File: src/hdl/qlcs_pkg.sv
package qlcs_pkg;

   // field widths
   localparam int SIZE_W  = 31;
   localparam int TICK_W  = 32;
   localparam int PRICE_W = 48;
   localparam int TIME_W  = 27;
   localparam int FACT_W  = 17;
   localparam int SF_W    = 24;
   localparam int THR_W   = 32;
   localparam int CSR_IDX_W  = 3;
   localparam int CSR_DATA_W = 27;

   localparam logic [TIME_W-1:0] MIN_STABILITY_MS = TIME_W'(20);
   localparam logic [FACT_W-1:0] FACTOR_ONE       = FACT_W'(65536);

   // request type codes
   localparam logic [1:0] REQ_QUOTE = 2'd0;
   localparam logic [1:0] REQ_TICK  = 2'd1;
   localparam logic [1:0] REQ_INTR  = 2'd2;

   // register indexes
   localparam logic [CSR_IDX_W-1:0] CSR_STABILITY  = CSR_IDX_W'(0);
   localparam logic [CSR_IDX_W-1:0] CSR_GROWTH     = CSR_IDX_W'(1);
   localparam logic [CSR_IDX_W-1:0] CSR_DEPLETION  = CSR_IDX_W'(2);
   localparam logic [CSR_IDX_W-1:0] CSR_STABLE_FRC = CSR_IDX_W'(3);

   typedef enum logic [1:0] {
      KIND_QUOTE,
      KIND_TICK,
      KIND_INTR
   } kind_type;

   typedef enum logic [3:0] {
      S_IDLE,
      S_TICK_G,
      S_TICK_D,
      S_WRITE,
      S_PREV,
      S_MUL_LO,
      S_MUL_HI,
      S_MARG,
      S_RD,
      S_CHK,
      S_EVAL,
      S_OUT
   } state_type;

   typedef struct packed {
      kind_type                   kind;
      logic [SIZE_W-1:0]          bid_size;
      logic signed [TICK_W-1:0]   bid_tick;
      logic [SIZE_W-1:0]          ask_size;
      logic signed [TICK_W-1:0]   ask_tick;
      logic signed [PRICE_W-1:0]  bid_price;
      logic signed [PRICE_W-1:0]  ask_price;
      logic signed [PRICE_W-1:0]  weighted_price;
      logic [TIME_W-1:0]          time_ms;
      logic                       book_ready;
      logic [SIZE_W-1:0]          l1_size;
   } item_type;

   typedef struct packed {
      logic [TIME_W-1:0]          stability_ms;
      logic [FACT_W-1:0]          growth_factor;
      logic [FACT_W-1:0]          depletion_factor;
      logic signed [SF_W-1:0]     stable_fraction;
   } cfg_type;

   typedef struct packed {
      logic [SIZE_W-1:0]          size;
      logic signed [TICK_W-1:0]   tick;
      logic [TIME_W-1:0]          time_ms;
   } entry_type;

endpackage

File: src/hdl/qlcs_front.sv
module qlcs_front (
   input  logic                clock,
   input  logic                reset,
   input  logic                req_valid,
   output logic                req_ready,
   input  qlcs_pkg::item_type  req_item,
   input  logic [1:0]          req_type,
   output logic                item_valid,
   output qlcs_pkg::item_type  item,
   input  logic                item_pop
);

   qlcs_pkg::item_type entries_ff [2];
   logic               wr_ptr_ff, wr_ptr_in;
   logic               rd_ptr_ff, rd_ptr_in;
   logic [1:0]         count_ff, count_in;
   logic               push;
   qlcs_pkg::item_type classified;

   // classify request type, unused code is dropped
   always_comb begin
      classified = req_item;
      push       = 1'b0;
      unique case (req_type)
         qlcs_pkg::REQ_QUOTE: begin
            classified.kind = qlcs_pkg::KIND_QUOTE;
            push = 1'b1;
         end
         qlcs_pkg::REQ_TICK: begin
            classified.kind = qlcs_pkg::KIND_TICK;
            push = 1'b1;
         end
         qlcs_pkg::REQ_INTR: begin
            classified.kind = qlcs_pkg::KIND_INTR;
            push = 1'b1;
         end
         default: begin
            push = 1'b0;
         end
      endcase
      push = push && req_valid && req_ready;
   end

   assign req_ready  = (count_ff != 2'd2);
   assign item_valid = (count_ff != 2'd0);
   assign item       = entries_ff[rd_ptr_ff];

   // two entry queue pointers
   always_comb begin
      wr_ptr_in = wr_ptr_ff ^ push;
      rd_ptr_in = rd_ptr_ff ^ item_pop;
      count_in  = count_ff + 2'(push) - 2'(item_pop);
   end

   always_ff @(posedge clock) begin
      if (reset) begin
         wr_ptr_ff <= 1'b0;
         rd_ptr_ff <= 1'b0;
         count_ff  <= 2'd0;
      end else begin
         wr_ptr_ff <= wr_ptr_in;
         rd_ptr_ff <= rd_ptr_in;
         count_ff  <= count_in;
      end
   end

   always_ff @(posedge clock) begin
      if (push) begin
         entries_ff[wr_ptr_ff] <= classified;
      end
   end

`ifndef SYNTH
   a_no_overflow: assert property (@(posedge clock) disable iff (reset)
      (count_ff == 2'd2) |-> !push)
      else $error("queue written while full");
   a_pop_nonempty: assert property (@(posedge clock) disable iff (reset)
      item_pop |-> (count_ff != 2'd0))
      else $error("queue popped while empty");
   a_count_range: assert property (@(posedge clock) disable iff (reset)
      count_ff != 2'd3)
      else $error("queue count out of range");
`endif

endmodule

File: config.mk
export PLATFORM = sky130hd
export DESIGN_NAME = qlcs_front
export DESIGN_NICKNAME = d
export VERILOG_FILES = /design/src/hdl/qlcs_pkg.sv /design/src/hdl/qlcs_front.sv
export SDC_FILE = /design/constraint.sdc
export NUM_CORES = 1
export LEC_CHECK = 0
export BUFFER_PORTS_ARGS = -buffer_cell sky130_fd_sc_hd__buf_2
export CORE_UTILIZATION = 35
export DETAILED_ROUTE_END_ITERATION = 10
export SETUP_SLACK_MARGIN = 0.2
export SLEW_MARGIN = 5
export SYNTH_ARGS = -nofsm -noshare
export SYNTH_HDL_FRONTEND = slang
export SYNTH_SLANG_ARGS = --single-unit
File: constraint.sdc
create_clock -name clock -period 14.2 [get_ports clock]
set_input_delay 1.42 -clock clock [delete_from_list [all_inputs] [get_ports clock]]
set_output_delay 1.42 -clock clock [all_outputs]
set_load 0.05 [all_outputs]
==> results of run 1 <==
[how the worst min path moves through the flow]
stage,start,to,slack [ns]
2_1_floorplan,wr_ptr_ff,wr_ptr_ff,0.52
3_3_place_gp,count_ff[0],count_ff[0],0.58
3_5_place_dp,wr_ptr_ff,wr_ptr_ff,0.59
4_1_cts,wr_ptr_ff,wr_ptr_ff,0.60
5_1_grt,wr_ptr_ff,wr_ptr_ff,0.64
6_report,wr_ptr_ff,wr_ptr_ff,0.60
[critical path, stage by stage (launching register included)]
cell     delay [ns]
dfxtp_4        0.67
buf_4          0.80
buf_4          0.86
mux2_2         0.43
buf_2          0.21
[registers in the layout (all words and copies together) (netlist names)]
name	flops
entries_ff	662
wr_ptr_ff	1
count_ff	2
rd_ptr_ff	1
[placed cells by master (no fill, tap or decap), drive strengths merged, types with 2 or more instances in the layout]
cell type	instances
buf	679
edfxtp	662
mux2	332
clkbuf	89
clkinv	31
diode	14
inv	8
dfxtp	4
xnor2	3
nor2	3
a21boi	2
nor2b	2
clkinvlp	2
ha	2
[metal layers]
metal	vias to the layer above	routed length, um
met1	6269	20500
met3	137	4730
met4	22	2190
met2	455	31000
met5	-	134
li1	5673	-
[kinds of logic after synthesis]
group / after synthesis
AO/OA/AOI/OAI: 3
XOR/XNOR: 3
adder cells (fa/ha/maj): 2
buffers and inverters: 41
flip-flops: 666
multiplexers: 332
AND/OR/NAND/NOR: 10
[power groups by stage]
| stage | clock network, mW | logic [mW] | registers (mW) |
|---|---|---|---|
| 2_1_floorplan | 0 | 0.818 | 2.53 |
| 3_3_place_gp | 0 | 1.08 | 2.48 |
| 4_1_cts | 1.78 | 1.09 | 2.44 |
| 6_report | 1.74 | 1.07 | 2.44 |
| 5_1_grt | 1.85 | 1.12 | 2.45 |
| 3_5_place_dp | 0 | 1.08 | 2.48 |
[metrics by stage]
step                      cells  power, mW  utilization (%)  cell area [um2]  worst slack [ns]
after floorplan            1057       3.35                -            24400              4.19
after global placement     2630       3.55             41.7            28600              9.36
after detailed placement   2630       3.57             41.7            28600              9.33
after CTS                  2757       5.31             44.9            30800              8.98
after global routing       2771       5.43             44.9            30900              8.83
final                      2771       5.25             44.9            30900              9.05
[area by class of cell]
type                            instances  area [um2]  share of cell area, %
Sequential cell                       666       20000                   64.7
Multi-Input combinational cell        350        4030                   13.1
Timing Repair Buffer                  679        3450                   11.2
Clock buffer                           89        1890                   6.11
Tap cell                              931        1160                   3.77
Clock inverter                         38         318                   1.03
Antenna cell                           14        35.0                  0.114
Inverter                                4        15.0                 0.0487
==> results.py, run 1 <==
metrics = {
    "timing": {
        "hold_viol_final": 0,
        "slew_headroom_pct": 23.9,
        "holdWs_ns": 0.603,
        "fmax_mhz": 194,
        "finClkSkew_ns": 0.0209,
        "rsz0062_at_grt": "false",
        "worst_pin_slew_ns": 1.14,
        "drv_slew": 0,
        "setup_viol": 0,
        "fin_setup_tns_ns": 0,
        "min_period_ns": 5.15,
        "fin_crit_sh_pct": 36.3,
    },
    "placement": {
        "io_buffers": 669,
        "dpl.hpwl_um": 41000,
        "routabilityCongestion": 0.845,
    },
    "critical_path": {
        "startpoint": "rd_ptr_ff",
        "r2r_slack_ns": 10.40,
        "critPathArrivalTime_ns": 3.73,
        "critical_path.startpoint_type": "flop",
        "crit_fanout": 74,
        "r2r_cells": 5,
        "crit_required_ns": 12.78,
        "reg2reg_to": "entries_ff[1][296]",
        "endpoint": "item[294]",
        "critical_path_class": "reg -> out",
        "end_kind": "output port",
        "r2r-start": "count_ff[0]",
    },
    "drt": {
        "first_pass_iters": 5,
        "num_vias": 12556,
        "vias_per_cell": 4.53,
        "routedWlPerCell_um": 21.1,
        "initialDrtViolationCount": 757,
        "drcViolationCount": 0,
        "drt_wl_total_um": 58600,
        "ant_nets": 0,
    },
    "power": {
        "ir_worst_vdd_mv": 0.154,
        "power_frac_clock_pct": 33.1,
        "p_leak_nw": 11.4,
        "p_seq_share_pct": 46.5,
        "p_sw_mw": 1.61,
        "powerDensity_nw_per_um2": 170,
        "p_comb_share_pct": 20.4,
        "p_sw_share_pct": 30.6,
        "p_int_mw": 3.64,
    },
    "die": {
        "fp.dieW_um": 266,
        "num_rows": 96,
        "boundaryPins": 670,
        "die-area_um2": 70700,
        "core_area_um2": 68700,
        "initial_core_util_pct": 35.5,
        "die_h_um": 266,
    },
    "synth": {
        "synthFlopType": "edfxtp_1",
        "synth_fa_ha_area_share_pct": 0.103,
        "synth_edf_count": 662,
        "syn_area_um2": 24400,
        "synth-seq-cells": 666,
        "synth_top_family_by_area": "multiplexers",
        "synth.most_common_cell": "edfxtp_1",
        "yosys-top-cells-count": "662 x edfxtp_1, 284 x mux2_2, 40 x mux2_4, 31 x buf_6, 8 x mux2_1",
        "synthXorXnorAreaFrac_pct": 0.108,
        "synth-compound-area-share_pct": 0.0873,
        "synth_nets": 1396,
        "yosysWarnings": 0,
        "synth_cells": 1057,
        "synth_area_leaders": "edfxtp_1 82%, mux2_2 13%, mux2_4 2.5%",
        "yosysUniqueCellTypes": 19,
        "yosys.area.top_type": "edfxtp_1",
        "synth_mux_area_share_pct": 16.0,
        "syn_avg_cell_area_um2": 23.1,
        "synth_top_cell_area_share_pct": 81.6,
        "yosysSeqAreaShare_pct": 81.9,
        "yosys.area_share.simple_pct": 0.216,
        "synthArstFlopShare_pct": 0,
    },
    "min_path": {
        "hp-class": "reg -> reg",
        "min_path_cells": 3,
    },
    "global_routing": {
        "grt_busiest_layer": "met2",
        "antenna_found_initial": 26,
        "use_met3_pct": 5.89,
        "gr-usage-met2_pct": 28.1,
        "grt_usage_pct": 15.8,
        "grt_max_degree": 162,
        "grt_pass1_vias": 13285,
        "grt_pass1_wl_um": 82200,
        "grt.overflow.total": 0,
        "grt_use_met1_pct": 16.3,
    },
    "clock_network": {
        "root_buffer": "clkbuf_16",
        "clock-sinks": 666,
        "cts_buffers": 71,
        "clk_pin_slew_worst_paths_ns": 0.06,
        "clock_latency_ns": 0.60,
        "post_cts_resized": 0,
        "post_cts.repair.setup_buffers": 0,
        "cts.path.max_buffers": 3,
        "h-tree-depth": 3,
        "cts.hold.buffers_added": 0,
        "cts_tree": "yes",
    },
    "finish": {
        "nNetsFinal": 2111,
        "area_delta_synth_final_pct": 26.6,
        "n_fill_cell": 6092,
        "drive_above_1_share_pct": 60.4,
    },
    "outcome": {
        "status": "finished, final reports clean",
    },
    "job": {
        "cap_violations": 0,
    },
}
Note: power is estimated with default switching activity, not from simulation.
==> run 2, diff against run 1 <==
- clock period: 14.2 -> 5.4 ns (I/O delays scaled with it)
==> run 2 against run 1 <==
  * Via count up 0.72%
  * Sequential share of layout area down 0.13 points
  * First-iteration DRC count down 11%
  * Critical endpoint is now item[276]
  * Non-clock buffer count up 11
  * Clock skew up 0.0082 ns
  * Cell count about the same
  * Final area up 0.20%
  * Sequential power rose to 2.6 times the previous value
  * Critical path depth down 1
  * Wire length down 4.3%
==> results.py, run 2 (synthesis gave the netlist of run 1 again) <==
metrics = {
    "finish": {
        "multiInputGateArea_um2": 4030,
        "n_fill_cell": 6006,
        "drive_above_1_share_pct": 60.8,
        "area_delta_synth_final_pct": 26.9,
        "nNetsFinal": 2122,
        "reg.largest.list": "entries_ff: 662 flops, count_ff: 2 flops",
        "regMostFlops": "entries_ff",
        "final_common_cell": "buf_2",
        "seqCellArea_um2": 20000,
        "final_cell_mix": "669 x buf_2, 662 x edfxtp_1, 284 x mux2_2",
        "largest_register_ffs": 662,
    },
    "drt": {
        "routedWlPerCell_um": 20.2,
        "initialDrtViolationCount": 673,
        "drcViolationCount": 0,
        "vias_per_cell": 4.57,
        "first_pass_iters": 5,
        "ant_nets": 0,
        "drt_wl_total_um": 56100,
        "num_vias": 12646,
    },
    "critical_path": {
        "end_kind": "output port",
        "crit_required_ns": 4.86,
        "r2r_cells": 4,
        "critical_path_class": "reg -> out",
        "critPathArrivalTime_ns": 2.72,
        "endpoint": "item[276]",
        "crit_fanout": 99,
        "startpoint": "rd_ptr_ff",
        "critical_path.startpoint_type": "flop",
        "r2r-start": "count_ff[0]",
        "r2r_slack_ns": 2.89,
        "reg2reg_to": "entries_ff[0][310]",
    },
    "timing": {
        "worst_pin_slew_ns": 0.920,
        "fin_setup_tns_ns": 0,
        "finClkSkew_ns": 0.0291,
        "drv_slew": 0,
        "rsz0062_at_grt": "false",
        "fmax_mhz": 307,
        "setup_viol": 0,
        "slew_headroom_pct": 38.6,
        "fin_crit_sh_pct": 60.3,
        "holdWs_ns": 0.126,
        "min_period_ns": 3.26,
        "hold_viol_final": 0,
    },
    "global_routing": {
        "grt_busiest_layer": "met2",
        "antenna_found_initial": 14,
        "grt_pass1_vias": 13257,
        "grt_use_met1_pct": 16.3,
        "grt_pass1_wl_um": 79700,
        "grt.overflow.total": 0,
        "use_met3_pct": 4.54,
        "grt_usage_pct": 15.2,
        "grt_max_degree": 101,
        "gr-usage-met2_pct": 27.4,
    },
    "job": {
        "cap_violations": 0,
    },
    "power": {
        "p_comb_share_pct": 20.7,
        "p_sw_mw": 4.15,
        "p_seq_share_pct": 46.5,
        "power_frac_clock_pct": 32.8,
        "powerDensity_nw_per_um2": 444,
        "p_sw_share_pct": 30.2,
        "p_leak_nw": 11.4,
        "p_int_mw": 9.59,
        "ir_worst_vdd_mv": 0.253,
    },
    "die": {
        "fp.dieW_um": 266,
        "die_h_um": 266,
        "die-area_um2": 70700,
        "initial_core_util_pct": 35.5,
        "boundaryPins": 670,
        "num_rows": 96,
        "core_area_um2": 68700,
    },
    "outcome": {
        "status": "finished, final reports clean",
    },
    "clock_network": {
        "clock_latency_ns": 0.60,
        "cts.hold.buffers_added": 0,
        "h-tree-depth": 3,
        "cts_tree": "yes",
        "root_buffer": "clkbuf_16",
        "clk_pin_slew_worst_paths_ns": 0.06,
        "cts.path.max_buffers": 3,
        "clock-sinks": 666,
        "post_cts_resized": 0,
        "post_cts.repair.setup_buffers": 0,
        "cts_buffers": 71,
    },
    "min_path": {
        "hp-class": "in -> reg",
        "min_path_cells": 1,
    },
    "placement": {
        "dpl.hpwl_um": 38600,
        "routabilityCongestion": 0.844,
        "io_buffers": 669,
    },
}
[run 2: how the worst min path moves through the flow]
| stage | from | slack, ns | end |
|---|---|---|---|
| after floorplan | count_ff[0] | 0.56 | count_ff[0] |
| after global placement | wr_ptr_ff | 0.58 | wr_ptr_ff |
| after detailed placement | wr_ptr_ff | 0.58 | wr_ptr_ff |
| after CTS | req_item[84] | 0.07 | entries_ff[1][84] |
| after global routing | req_item[313] | 0.08 | entries_ff[1][313] |
| final | req_item[103] | 0.13 | entries_ff[1][103] |
[run 2: critical path, stage by stage (launching register included)]
cell,delay (ns)
dfxtp_4,0.84
buf_12,0.47
mux2_2,0.42
buf_2,0.22
[run 2: metrics by stage]
stage / cell area [um2] / utilization (%) / instances / setup WS [ns] / total power [mW]
6_report: 30900 / 45.0 / 2770 / 2.14 / 13.7
5_1_grt: 30900 / 45.0 / 2770 / 1.98 / 14.2
4_1_cts: 30900 / 45.0 / 2763 / 2.04 / 13.9
3_5_place_dp: 28800 / 41.8 / 2641 / 2.59 / 9.38
3_3_place_gp: 28800 / 41.8 / 2641 / 2.64 / 9.34
2_1_floorplan: 24400 / - / 1057 / 1.44 / 8.66
[run 2: final cells by class]
class / count / share of cell area [%]
inverter: 4 / 0.0486
clock inverter: 35 / 0.947
antenna: 7 / 0.0567
multi-input combinational: 350 / 13.0
clock buffer: 87 / 6.01
timing repair buffer: 690 / 11.6
sequential: 666 / 64.6
tap: 931 / 3.77
[run 2: power by group through the flow]
stage	sequential [mW]	combinational [mW]	clock, mW
6_report	6.39	2.84	4.51
5_1_grt	6.43	2.96	4.84
4_1_cts	6.40	2.88	4.65
3_5_place_dp	6.51	2.87	0
3_3_place_gp	6.48	2.86	0
2_1_floorplan	6.50	2.16	0
[run 2: layer usage]
metal / vias to the layer above / part of all wire [%]
met5: - / 0.14
met4: 12 / 3.2
met3: 118 / 7.1
met2: 438 / 54
met1: 6371 / 36
li1: 5707 / -
